$ cat config.mk
export PLATFORM = sky130hd
export DESIGN_NAME = url_percent_decoder
export DESIGN_NICKNAME = d
export VERILOG_FILES = /design/src/urlpd_pkg.sv /design/src/urlpd_decode.sv /design/src/urlpd_unroll.sv /design/src/url_percent_decoder.sv
export SDC_FILE = /design/constraint.sdc
export NUM_CORES = 1
export LEC_CHECK = 0
export BUFFER_PORTS_ARGS = -buffer_cell sky130_fd_sc_hd__buf_4
export CAP_MARGIN = 20
export CORE_ASPECT_RATIO = 0.75
export CORE_MARGIN = 4
export CORE_UTILIZATION = 57
export CTS_CLUSTER_SIZE = 10
export DETAILED_ROUTE_END_ITERATION = 10
export GPL_ROUTABILITY_DRIVEN = 0
export PLACE_DENSITY = 0.77
export SLEW_MARGIN = 5
export SYNTH_ARGS = -nofsm -noshare
export SYNTH_HDL_FRONTEND = slang
export SYNTH_HIERARCHICAL = 1
export SYNTH_SLANG_ARGS = --single-unit
export TNS_END_PERCENT = 1
$ cat constraint.sdc
create_clock -name clk_i -period 14.9 [get_ports clk_i]
set_input_delay 2.235 -clock clk_i [delete_from_list [all_inputs] [get_ports clk_i]]
set_output_delay 2.235 -clock clk_i [all_outputs]
set_load 0.05 [all_outputs]
$ cat src/urlpd_pkg.sv
// shared types, character constants and hex helpers for the url percent decoder
// no dependencies
`default_nettype none

package urlpd_pkg;

  localparam logic [7:0] CH_PLUS    = 8'h2B;
  localparam logic [7:0] CH_PERCENT = 8'h25;
  localparam logic [7:0] CH_SPACE   = 8'h20;

  localparam int unsigned LEN_W = 16;
  localparam int unsigned MAX_RES = 3;

  // escape phase, one-hot
  typedef enum logic [2:0] {
    PH_PLAIN = 3'b001,
    PH_PCT   = 3'b010,
    PH_HEX1  = 3'b100
  } phase_e;

  typedef struct packed {
    logic       ok;
    logic [3:0] val;
  } hex_t;

  // one decoded request worth of results
  typedef struct packed {
    logic [MAX_RES-1:0][7:0] bytes;
    logic [1:0]              n_res;     // results held, 1 to 3
    logic                    has_data;  // 0 only for the empty final result
    logic                    last;
    logic                    trunc;
  } urlpd_pkt_t;

  function automatic hex_t hex_digit(input logic [7:0] c);
    hex_t h;
    h.ok  = 1'b0;
    h.val = 4'd0;
    if (c inside {[8'h30:8'h39]}) begin
      h.ok  = 1'b1;
      h.val = 4'(c - 8'h30);
    end else if (c inside {[8'h61:8'h66]}) begin
      h.ok  = 1'b1;
      h.val = 4'(c - 8'h61 + 8'd10);
    end else if (c inside {[8'h41:8'h46]}) begin
      h.ok  = 1'b1;
      h.val = 4'(c - 8'h41 + 8'd10);
    end
    return h;
  endfunction

endpackage

`default_nettype wire

$ cat src/urlpd_decode.sv
// escape state machine, output limit check and the decoded packet register
// depends on urlpd_pkg
`default_nettype none

module urlpd_decode (
  input  wire logic                         clk_i,
  input  wire logic                         rst_ni,
  input  wire logic                         in_valid_i,
  output      logic                         in_ready_o,
  input  wire logic [7:0]                   in_byte_i,
  input  wire logic                         in_last_i,
  input  wire logic [urlpd_pkg::LEN_W-1:0]  max_len_i,
  output      logic                         pkt_valid_o,
  input  wire logic                         pkt_take_i,
  output      urlpd_pkg::urlpd_pkt_t        pkt_o
);
  import urlpd_pkg::*;

  phase_e           phase_q, phase_d;
  logic [7:0]       hold_q, hold_d;
  logic [LEN_W-1:0] cnt_q, cnt_d;
  logic             drop_q, drop_d;
  logic             a_valid_q, a_valid_d;
  urlpd_pkt_t       pkt_q, pkt_d;

  logic [3:0][7:0]  raw;
  logic [1:0]       nraw;
  phase_e           ph_n;
  logic [7:0]       hold_n;
  logic             do_plain;
  hex_t             hx_in, hx_hold;
  logic [LEN_W:0]   cnt_x;
  logic [2:0]       room;
  logic [1:0]       kept;
  logic             dropped;
  logic             accept;
  logic             load;

  assign hx_in   = hex_digit(in_byte_i);
  assign hx_hold = hex_digit(hold_q);

  // raw decoded bytes for this request
  always_comb begin
    raw      = '0;
    nraw     = 2'd0;
    ph_n     = PH_PLAIN;
    hold_n   = hold_q;
    do_plain = 1'b0;
    case (phase_q)
      PH_PCT: begin
        if (hx_in.ok) begin
          hold_n = in_byte_i;
          ph_n   = PH_HEX1;
        end else begin
          raw[0]   = CH_PERCENT;
          nraw     = 2'd1;
          do_plain = 1'b1;
        end
      end
      PH_HEX1: begin
        if (hx_in.ok) begin
          raw[0] = {hx_hold.val, hx_in.val};
          nraw   = 2'd1;
        end else begin
          raw[0]   = CH_PERCENT;
          raw[1]   = hold_q;
          nraw     = 2'd2;
          do_plain = 1'b1;
        end
      end
      default: do_plain = 1'b1;
    endcase

    if (do_plain) begin
      if (in_byte_i == CH_PERCENT) begin
        ph_n = PH_PCT;
      end else begin
        raw[nraw] = (in_byte_i == CH_PLUS) ? CH_SPACE : in_byte_i;
        nraw      = nraw + 2'd1;
      end
    end

    // flush a pending escape at end of string
    if (in_last_i) begin
      if (ph_n == PH_PCT) begin
        raw[nraw] = CH_PERCENT;
        nraw      = nraw + 2'd1;
      end else if (ph_n == PH_HEX1) begin
        raw[nraw]        = CH_PERCENT;
        raw[nraw + 2'd1] = hold_n;
        nraw             = nraw + 2'd2;
      end
    end
  end

  // limit check, room for each of the three slots
  assign cnt_x   = {1'b0, cnt_q};
  assign room[0] = cnt_x          < {1'b0, max_len_i};
  assign room[1] = (cnt_x + 17'd1) < {1'b0, max_len_i};
  assign room[2] = (cnt_x + 17'd2) < {1'b0, max_len_i};
  assign kept    = 2'({1'b0, (nraw > 2'd0) & room[0]})
                 + 2'({1'b0, (nraw > 2'd1) & room[1]})
                 + 2'({1'b0, (nraw > 2'd2) & room[2]});
  assign dropped = (kept != nraw);

  assign in_ready_o = !a_valid_q || pkt_take_i;
  assign accept     = in_valid_i && in_ready_o;
  assign load       = accept && ((kept != 2'd0) || in_last_i);

  always_comb begin
    phase_d = phase_q;
    hold_d  = hold_q;
    cnt_d   = cnt_q;
    drop_d  = drop_q;
    if (accept) begin
      if (in_last_i) begin
        phase_d = PH_PLAIN;
        hold_d  = 8'd0;
        cnt_d   = '0;
        drop_d  = 1'b0;
      end else begin
        phase_d = ph_n;
        hold_d  = hold_n;
        cnt_d   = cnt_q + LEN_W'(kept);
        drop_d  = drop_q | dropped;
      end
    end
  end

  always_comb begin
    pkt_d          = pkt_q;
    pkt_d.bytes    = raw[MAX_RES-1:0];
    pkt_d.n_res    = (kept == 2'd0) ? 2'd1 : kept;
    pkt_d.has_data = (kept != 2'd0);
    pkt_d.last     = in_last_i;
    pkt_d.trunc    = in_last_i & (drop_q | dropped);
  end

  assign a_valid_d = (a_valid_q && !pkt_take_i) || load;

  always_ff @(posedge clk_i or negedge rst_ni) begin
    if (!rst_ni) begin
      phase_q   <= PH_PLAIN;
      hold_q    <= 8'd0;
      cnt_q     <= '0;
      drop_q    <= 1'b0;
      a_valid_q <= 1'b0;
    end else begin
      phase_q   <= phase_d;
      hold_q    <= hold_d;
      cnt_q     <= cnt_d;
      drop_q    <= drop_d;
      a_valid_q <= a_valid_d;
    end
  end

  always_ff @(posedge clk_i) begin
    if (load) begin
      pkt_q <= pkt_d;
    end
  end

  assign pkt_valid_o = a_valid_q;
  assign pkt_o       = pkt_q;

endmodule

`default_nettype wire

$ cat src/urlpd_unroll.sv
// output stage: holds one decoded packet and hands its results out one a cycle while out_ready_i is high
// depends on urlpd_pkg
`default_nettype none

module urlpd_unroll (
  input  wire logic                  clk_i,
  input  wire logic                  rst_ni,
  input  wire logic                  pkt_valid_i,
  output      logic                  pkt_take_o,
  input  wire urlpd_pkg::urlpd_pkt_t pkt_i,
  output      logic                  out_valid_o,
  input  wire logic                  out_ready_i,
  output      logic [7:0]            out_byte_o,
  output      logic                  has_data_o,
  output      logic                  out_last_o,
  output      logic                  was_truncated_o
);
  import urlpd_pkg::*;

  logic       b_valid_q, b_valid_d;
  logic [1:0] idx_q, idx_d;
  urlpd_pkt_t b_pkt_q;
  logic       at_end;
  logic       fire;

  assign at_end     = (idx_q == (b_pkt_q.n_res - 2'd1));
  assign fire       = b_valid_q && out_ready_i;
  assign pkt_take_o = pkt_valid_i && (!b_valid_q || (fire && at_end));

  always_comb begin
    b_valid_d = b_valid_q;
    idx_d     = idx_q;
    if (fire) begin
      idx_d = idx_q + 2'd1;
      if (at_end) begin
        b_valid_d = 1'b0;
      end
    end
    if (pkt_take_o) begin
      b_valid_d = 1'b1;
      idx_d     = 2'd0;
    end
  end

  always_ff @(posedge clk_i or negedge rst_ni) begin
    if (!rst_ni) begin
      b_valid_q <= 1'b0;
      idx_q     <= 2'd0;
    end else begin
      b_valid_q <= b_valid_d;
      idx_q     <= idx_d;
    end
  end

  always_ff @(posedge clk_i) begin
    if (pkt_take_o) begin
      b_pkt_q <= pkt_i;
    end
  end

  always_comb begin
    case (idx_q)
      2'd0:    out_byte_o = b_pkt_q.bytes[0];
      2'd1:    out_byte_o = b_pkt_q.bytes[1];
      default: out_byte_o = b_pkt_q.bytes[2];
    endcase
    if (!b_pkt_q.has_data) begin
      out_byte_o = 8'd0;
    end
  end

  assign out_valid_o     = b_valid_q;
  assign has_data_o      = b_pkt_q.has_data;
  assign out_last_o      = b_pkt_q.last & at_end;
  assign was_truncated_o = b_pkt_q.trunc & at_end;

endmodule

`default_nettype wire

$ cat src/url_percent_decoder.sv
// top level of the form-urlencoded percent decoder
// depends on urlpd_pkg, urlpd_decode and urlpd_unroll
`default_nettype none

// Decodes an application/x-www-form-urlencoded string that arrives one byte per
// request, with in_last_i on the final byte. '+' becomes a space and '%' with two
// hex digits becomes the byte they spell; a broken escape is passed through as is
// and a pending '%' or '%h' is flushed at end of string. At most max_out_len bytes
// are produced per string (written through the cfg channel, reset value 499); later
// bytes are dropped and was_truncated_o is raised on the final result. If nothing
// of the final request survives, one result with has_data_o low carries the end
// mark. Timing: the decode and limit check are done in the cycle a request is taken;
// its packet is registered in the decode packet register and then in the output
// packet register. One request is taken per cycle as long as each yields at most
// one result and out_ready_i is high; a request that yields k results (k up to 3,
// from a broken escape) holds the single output port until all k have left, and
// the two packet registers between decoder and output absorb such short bursts.
module url_percent_decoder (
  input  wire logic                         clk_i,
  input  wire logic                         rst_ni,
  // input stream
  input  wire logic                         in_valid_i,
  output      logic                         in_ready_o,
  input  wire logic [7:0]                   in_byte_i,
  input  wire logic                         in_last_i,
  // result stream
  output      logic                         out_valid_o,
  input  wire logic                         out_ready_i,
  output      logic [7:0]                   out_byte_o,
  output      logic                         has_data_o,
  output      logic                         out_last_o,
  output      logic                         was_truncated_o,
  // max_out_len register write
  input  wire logic                         cfg_valid_i,
  output      logic                         cfg_ready_o,
  input  wire logic [urlpd_pkg::LEN_W-1:0]  cfg_max_out_len_i
);
  import urlpd_pkg::*;

  localparam logic [LEN_W-1:0] MAX_LEN_RST = 16'd499;

  logic [LEN_W-1:0] max_len_q, max_len_d;
  logic             pkt_valid;
  logic             pkt_take;
  urlpd_pkt_t       pkt;

  // config register, always writable
  assign cfg_ready_o = 1'b1;
  assign max_len_d   = (cfg_valid_i && cfg_ready_o) ? cfg_max_out_len_i : max_len_q;

  always_ff @(posedge clk_i or negedge rst_ni) begin
    if (!rst_ni) begin
      max_len_q <= MAX_LEN_RST;
    end else begin
      max_len_q <= max_len_d;
    end
  end

  // escape decode, limit check, first packet register
  urlpd_decode u_decode (
    .clk_i       (clk_i),
    .rst_ni      (rst_ni),
    .in_valid_i  (in_valid_i),
    .in_ready_o  (in_ready_o),
    .in_byte_i   (in_byte_i),
    .in_last_i   (in_last_i),
    .max_len_i   (max_len_q),
    .pkt_valid_o (pkt_valid),
    .pkt_take_i  (pkt_take),
    .pkt_o       (pkt)
  );

  // output packet register, one result per cycle while out_ready_i is high
  urlpd_unroll u_unroll (
    .clk_i           (clk_i),
    .rst_ni          (rst_ni),
    .pkt_valid_i     (pkt_valid),
    .pkt_take_o      (pkt_take),
    .pkt_i           (pkt),
    .out_valid_o     (out_valid_o),
    .out_ready_i     (out_ready_i),
    .out_byte_o      (out_byte_o),
    .has_data_o      (has_data_o),
    .out_last_o      (out_last_o),
    .was_truncated_o (was_truncated_o)
  );

  // an empty result only ever closes a string
  a_empty_is_last: assert property (@(posedge clk_i) disable iff (!rst_ni)
    (out_valid_o && !has_data_o) |-> out_last_o)
    else $error("empty result without end mark");

  // an empty final result means something of the string was dropped
  a_empty_means_trunc: assert property (@(posedge clk_i) disable iff (!rst_ni)
    (out_valid_o && !has_data_o) |-> was_truncated_o)
    else $error("empty result without truncation");

  // truncation is flagged on the final result only
  a_trunc_on_last: assert property (@(posedge clk_i) disable iff (!rst_ni)
    (out_valid_o && was_truncated_o) |-> out_last_o)
    else $error("truncation flag before end of string");

  // the input side stalls only while the first packet register is full
  a_stall_cause: assert property (@(posedge clk_i) disable iff (!rst_ni)
    !in_ready_o |-> (pkt_valid && !pkt_take))
    else $error("input stalled with free packet register");

endmodule

`default_nettype wire
# [Word level (Yosys, flattened, before mapping)]
# Index checks and enable logic that the tools add are counted.
[word_totals] regBits=106 output_inout_bits=14
[classes] addsub=20 n_lt_le_gt_ge=24 n_eq_ne=9 mux=52 bitwise=10 reduce_logical=29
[op_table] cell="8-bit two-way mux" n=11
[op_table] cell="24-bit two-way mux" n=3
[op_table] cell="32-bit bitwise mux" n=2
[op_table] cell="32-bit two-way mux" n=2
[op_table] cell="8-bit demux with 2-bit select" n=3
[op_table] cell="17-bit by 16-bit < comparator with 1-bit output" n=2
[op_table] cell="8-bit by 7-bit greater-or-equal comparator with 1-bit output, second input constant" n=4
[op_table] cell="8-bit by 7-bit <= comparator with 1-bit output, second input constant" n=4
[op_table] cell="8-bit case mux with 2 select lines" n=2
[op_table] cell="4-bit by 1-bit subtractor with 4-bit output, second input constant" n=6
[op_table] cell="20-bit bitwise AND" n=1
[op_table] cell="20-bit NOT" n=1
[op_table] cell="16-bit by 1-bit adder with 17-bit output, second input constant" n=1
[op_table] cell="16-bit by 2-bit adder with 17-bit output, second input constant" n=1
[op_table] cell="16-bit by 2-bit adder with 16-bit output" n=1
[op_table] cell="4-bit adder, second input constant" n=4
[op_table] cell="8-bit by 6-bit equality test with 1-bit output, second input constant" n=2
[op_table] cell="8-bit by 6-bit greater-or-equal comparator with 1-bit output, second input constant" n=2
[op_table] cell="8-bit by 6-bit <= comparator with 1-bit output, second input constant" n=2
[op_table] cell="16-bit < comparator" n=1
[op_table] cell="16-bit two-way mux" n=1
[op_table] cell="2-bit two-way mux" n=8
[op_table] cell="1-bit logical AND" n=15
[op_table] cell="3-bit two-way mux" n=5
[op_table] cell="other kinds (28)" n=60

# [Depth between registers and ports, before layout]
[depth] ltp_word=22 depth_mapped=26 mapped_depth_nobuf=23

# [Hierarchy]
# Netlist, hierarchy kept.
[modules_own_cells] mod="urlpd_decode" instances=1 cells_each=575 area_per_inst_um2=5113.7
[modules_own_cells] mod="urlpd_unroll" instances=1 cells_each=83 area_per_inst_um2=1287.5
[modules_own_cells] mod="url_percent_decoder" instances=1 cells_each=36 area_per_inst_um2=669.4

# [Least setup slack after synthesis]
# No wires, ideal clock.
[synth_timing] path_type="input -> register" start="in in_byte_i[1]" end="reg u_decode.pkt_q, in the netlist u_decode/pkt_o[0] (enable)" setup_ns=0.415 arrival_time_ns=7.570 slack_ns=6.915 cell_stages=20 path_buffers=2 cell_sequence="clkbuf_1 -> inv_1 -> ha_1 -> o21bai_1 -> a21o_1 -> clkbuf_1 -> nand2_1 -> a21o_1 -> ha_1 -> nor2_2 -> a22oi_1 -> ha_1 -> a2111oi_0 -> a2bb2oi_2 -> nor2b_4 -> a211oi_2 -> fa_1 -> or2_2 -> nor2_1 -> nor2_1"
[synth_rtl] element="start, declared" line="url_percent_decoder.sv:24" source="input wire logic [7:0] in_byte_i,"
[synth_rtl] element="end signal, assigned" line="urlpd_decode.sv:159" source="pkt_q <= pkt_d;"
[synth_rtl] element="end, declared" line="urlpd_decode.sv:24" source="urlpd_pkt_t pkt_q, pkt_d;"

# [Final worst setup path]
[layout_timing] start="in in_byte_i[0]" end="reg u_decode.cnt_q[12]"
[layout_via] elab_chain_cells=20
[layout_rtl] element="8-bit by 7-bit greater-or-equal comparator with 1-bit output or 8-bit by 7-bit <= comparator with 1-bit output (tied branches)" line="urlpd_pkg.sv:45" source="end else if (c inside {[8'h41:8'h46]}) begin"
[layout_rtl] element="1-bit logical AND" line="urlpd_pkg.sv:45"
[layout_rtl] element="5-bit two-way mux" line="urlpd_pkg.sv:45"
[layout_rtl] element="5-bit two-way mux" line="urlpd_pkg.sv:42" source="end else if (c inside {[8'h61:8'h66]}) begin"
[layout_rtl] element="5-bit two-way mux" line="urlpd_pkg.sv:39" source="if (c inside {[8'h30:8'h39]}) begin"
[layout_rtl] element="2-bit two-way mux or 1-bit two-way mux (tied branches)" line="urlpd_decode.sv:61, urlpd_decode.sv:51"
[layout_rtl] element="2-bit case mux with 2 select lines" line="urlpd_decode.sv:49" source="case (phase_q)"
[layout_rtl] element="2-bit by 1-bit adder with 2-bit output" line="urlpd_decode.sv:79" source="nraw = nraw + 2'd1;"
[layout_rtl] element="[5 not listed]"
[layout_rtl] element="2-bit two-way mux (*)" line="urlpd_decode.sv:84" source="if (in_last_i) begin"
[layout_rtl] element="2-bit by 1-bit greater-than comparator with 1-bit output, on equally long branches" line="urlpd_decode.sv:101, urlpd_decode.sv:102"
[layout_rtl] element="1-bit bitwise AND, on equally long branches" line="urlpd_decode.sv:101, urlpd_decode.sv:102"
[layout_rtl] element="1-bit by 1-bit adder with 2-bit output" line="urlpd_decode.sv:102" source="+ 2'({1'b0, (nraw > 2'd1) & room[1]})"
[layout_rtl] element="2-bit by 1-bit adder with 2-bit output (*)" line="urlpd_decode.sv:103" source="+ 2'({1'b0, (nraw > 2'd2) & room[2]});"
[layout_rtl] element="via u_decode.kept[0]" line="urlpd_decode.sv:34" source="logic [1:0] kept;"
[layout_rtl] element="16-bit by 2-bit adder with 16-bit output (*)" line="urlpd_decode.sv:124" source="cnt_d = cnt_q + LEN_W'(kept);"
[layout_rtl] element="16-bit two-way mux (*)" line="urlpd_decode.sv:116" source="if (in_last_i) begin"
[layout_rtl] element="end signal, assigned" line="urlpd_decode.sv:151" source="cnt_q <= cnt_d;"
[layout_rtl] element="end, declared" line="urlpd_decode.sv:21" source="logic [LEN_W-1:0] cnt_q, cnt_d;"
# Mark *: on every way through the listed nets, which the timed path passes. The rest lies on a longest branch.
# A chain may end at the register's enable or synchronous reset.

==> impl_metrics.tcl <==
set metrics [dict create \
    powerDensity_nw_per_um2 145.5 \
    core_region_area_um2 11870 \
    cts_tree "done" \
    synth_commonest_cells "ha_1 (65), nand2_1 (61), edfxtp_1 (58)" \
    grt_pass1_wl_mm 27.85 \
    grt_pass1_vias 5230 \
    yosysWarnings 6 \
    cp_max_fo 10 \
    fin_nets 814 \
    synthFlopType "edfxtp_1" \
    maxCapViolCount 0 \
    fin_crit_sh 0.5484 \
    worst_pin_slew_ns 1.059 \
    synth_edf_count 58 \
    crit_path_end_kind "flop" \
    peakVddDrop_uv 98.97 \
    globalRouteTotalUtil 0.2485 \
    fillers 926 \
    hold_end "u_unroll/b_pkt_q[0]" \
    rsz0062_at_grt "false" \
    slew_viol_final 0 \
    syn_area_um2 7071 \
    drt_iter0_markers 719 \
    rrSetupSlack_ns 8.87 \
    ant_nets 0 \
    grt.overflow.total 0 \
    reg2reg_from "u_decode/phase_q[1]" \
    async_flop_share 0.4528 \
    wire_per_inst_um 19.59 \
    min_path_type "flop to flop" \
    die_area_um2 14270 \
    clock_latency_ns 0.35 \
    internal_power_uw 670.8 \
    setup_viol 0 \
    port_buffers 42 \
    first_pass_iters 8 \
    num_antenna_cells 0 \
    yosysSeqAreaShare 0.4176 \
    synth_nets 791 \
    synth_area_leaders "edfxtp_1 (25%), dfrtp_1 (14%), ha_1 (12%)" \
    min_from "u_decode/pkt_o[0]" \
    final_cells 884 \
    hold_viol 0 \
    slew_headroom 0.2924 \
    die_h_um 104.5 \
    io_pins 44 \
    yosysUniqueCellTypes 84 \
    holdWs_ns 0.4156 \
    antenna_found_initial 0 \
    hpwl_mm 12.99 \
    core.rowCount 34 \
    synth.top_cell.area_share 0.2463 \
    worstPathArrival_ns 8.38 \
    reg2regPathDepth 18 \
    worst_setup_path_start_kind "input pin" \
    min_period_ns 8.172 \
    path_clk_slew_ns 0.08 \
    numPlacedInstances 868 \
    yosys.area.top_type "edfxtp_1" \
    skew_ns 0.01217 \
    status "finished, final reports clean" \
    setup_tns_ns 0 \
    pwr-share-seq 0.412 \
    initial_core_util 0.5957 \
    syn_inst 694 \
    grt_max_degree 49 \
    route.detailed.drc 0 \
    p_leak_uw 0.003376 \
    synth_most_common_cell "ha_1" \
    drive_gt1_frac 0.1579 \
    clockRootBuffer "clkbuf_16" \
    pwr-share-comb 0.380 \
    dieWidth_um 136.6 \
    max_freq_ghz 0.1224 \
    reg2reg_to "u_decode/cnt_q[12]" \
    switching_share 0.4045 \
    routed_via_density 6.284 \
    routed_wl_mm 17.31 \
    criticalPathCategory "input pin to flop" \
    holdPathStages 0 \
    yosys_register_bits 106 \
    cp.required_ns 15.11 \
    clock_sinks 106 \
    vias 5555 \
    power_frac_clock 0.208 \
    cts_resized 0 \
    switchingPower_uw 455.7 \
    cts_setup_buffers 0 \
    holdBufCountCts 0 \
    numCtsBuffers 9 \
    syn_avg_cell_area_um2 10.19 \
    clockBufferDepth 2 \
    syn_to_final_growth_pct 9.485 \
    cts-htree-levels 3 \
]
## cells by family (layout without fill, tap and decap cells)
group | Yosys count | in the layout | synth area share
compound gates | 174 | 174 | 0.1676
xor+xnor | 41 | 41 | 0.05291
fa+ha+maj | 67 | 67 | 0.1207
buf+inv | 70 | 98 | 0.04282
flops | 106 | 106 | 0.4176
mux | 20 | 20 | 0.03716
other cells | 1 | 1 | 0.0005304
simple gates | 215 | 215 | 0.1607
## placed cells by master (no fill, tap or decap), drive strengths merged, types with 26 or more instances in the layout
cell type	netlist	final
inv	37	42
xnor2	26	26
nand3	27	27
buf	9	45
nor2	42	42
o21ai	33	33
edfxtp	58	58
ha	65	65
dfrtp	40	40
a21oi	36	36
nand2	62	62
## critical path: stages
cell	delay [ns]
buf_4	0.13
inv_1	0.09
ha_1	0.25
o21bai_1	0.31
a21o_1	0.36
nand2_1	0.21
a21o_1	0.22
ha_1	0.29
nor2_2	0.05
a22oi_1	0.36
ha_1	0.30
a2111oi_0	0.49
a2bb2oi_2	0.29
nor2b_4	0.20
a211oi_2	0.05
fa_1	0.65
ha_1	0.20
inv_1	0.05
fa_1	0.43
or4_1	0.67
nor3_1	0.29
xnor2_1	0.19
nor2_1	0.06
## sequential cells by signal (all words and copies together), names as in the netlist
name and count:
u_decode/drop_q 1, u_decode/cnt_q 16, u_unroll/idx_q 2, u_decode/phase_q 3, u_decode/hold_q 8, u_decode/pkt_valid_o 1
u_unroll/out_valid_o 1, u_unroll/has_data_o 1, u_decode/pkt_o 29, max_len_q 16, u_unroll/b_pkt_q 28
## worst max-delay path by stage
stage | startpoint | end | slack [ns]
2_1_floorplan | in_byte_i[1] | u_decode/pkt_o[0] | 6.92
3_3_place_gp | in_byte_i[0] | u_decode/cnt_q[14] | 6.90
3_5_place_dp | in_byte_i[0] | u_decode/cnt_q[12] | 6.56
4_1_cts | in_byte_i[0] | u_decode/cnt_q[12] | 6.80
5_1_grt | in_byte_i[0] | u_decode/cnt_q[12] | 6.34
6_report | in_byte_i[0] | u_decode/cnt_q[12] | 6.73
## power by group through the flow
stage,sequential (uW),clock [uW],combinational (uW)
floorplan,440,0,314
global placement,462,0,406
detailed placement,467,0,421
CTS,461,239,424
global route,472,252,472
finish,464,234,428
## through the flow
stage / power (uW) / utilization / area [um^2] / worst slack, ns
5_1_grt: 1196 / 0.6522 / 7741 / 6.338
4_1_cts: 1124 / 0.6522 / 7741 / 6.798
3_3_place_gp: 868.1 / 0.6277 / 7450 / 6.901
3_5_place_dp: 888.0 / 0.6277 / 7450 / 6.560
6_report: 1127 / 0.6522 / 7741 / 6.728
2_1_floorplan: 754.1 / - / 7071 / 6.915
## layer usage
| metal | vias to the layer above | track usage | wire length [um] |
|---|---|---|---|
| li1 | 2588 | - | - |
| met1 | 2580 | 0.3815 | 7854 |
| met2 | 342 | 0.3442 | 7065 |
| met3 | 45 | 0.07737 | 2083 |
| met4 | 0 | 0.05036 | 309 |
| met5 | - | 0 | 0 |
## area by class of cell
type                       count  area (um^2)  area share
multi-input combinational    518         3817      0.4931
timing repair buffer          45        337.8     0.04364
tap                          162        202.7     0.02618
sequential                   106         2953      0.3814
inverter                      37        138.9     0.01794
clock buffer                   9        225.2     0.02909
clock inverter                 7        66.31    0.008566
No activity file was read; power rests on OpenSTA's default activity.
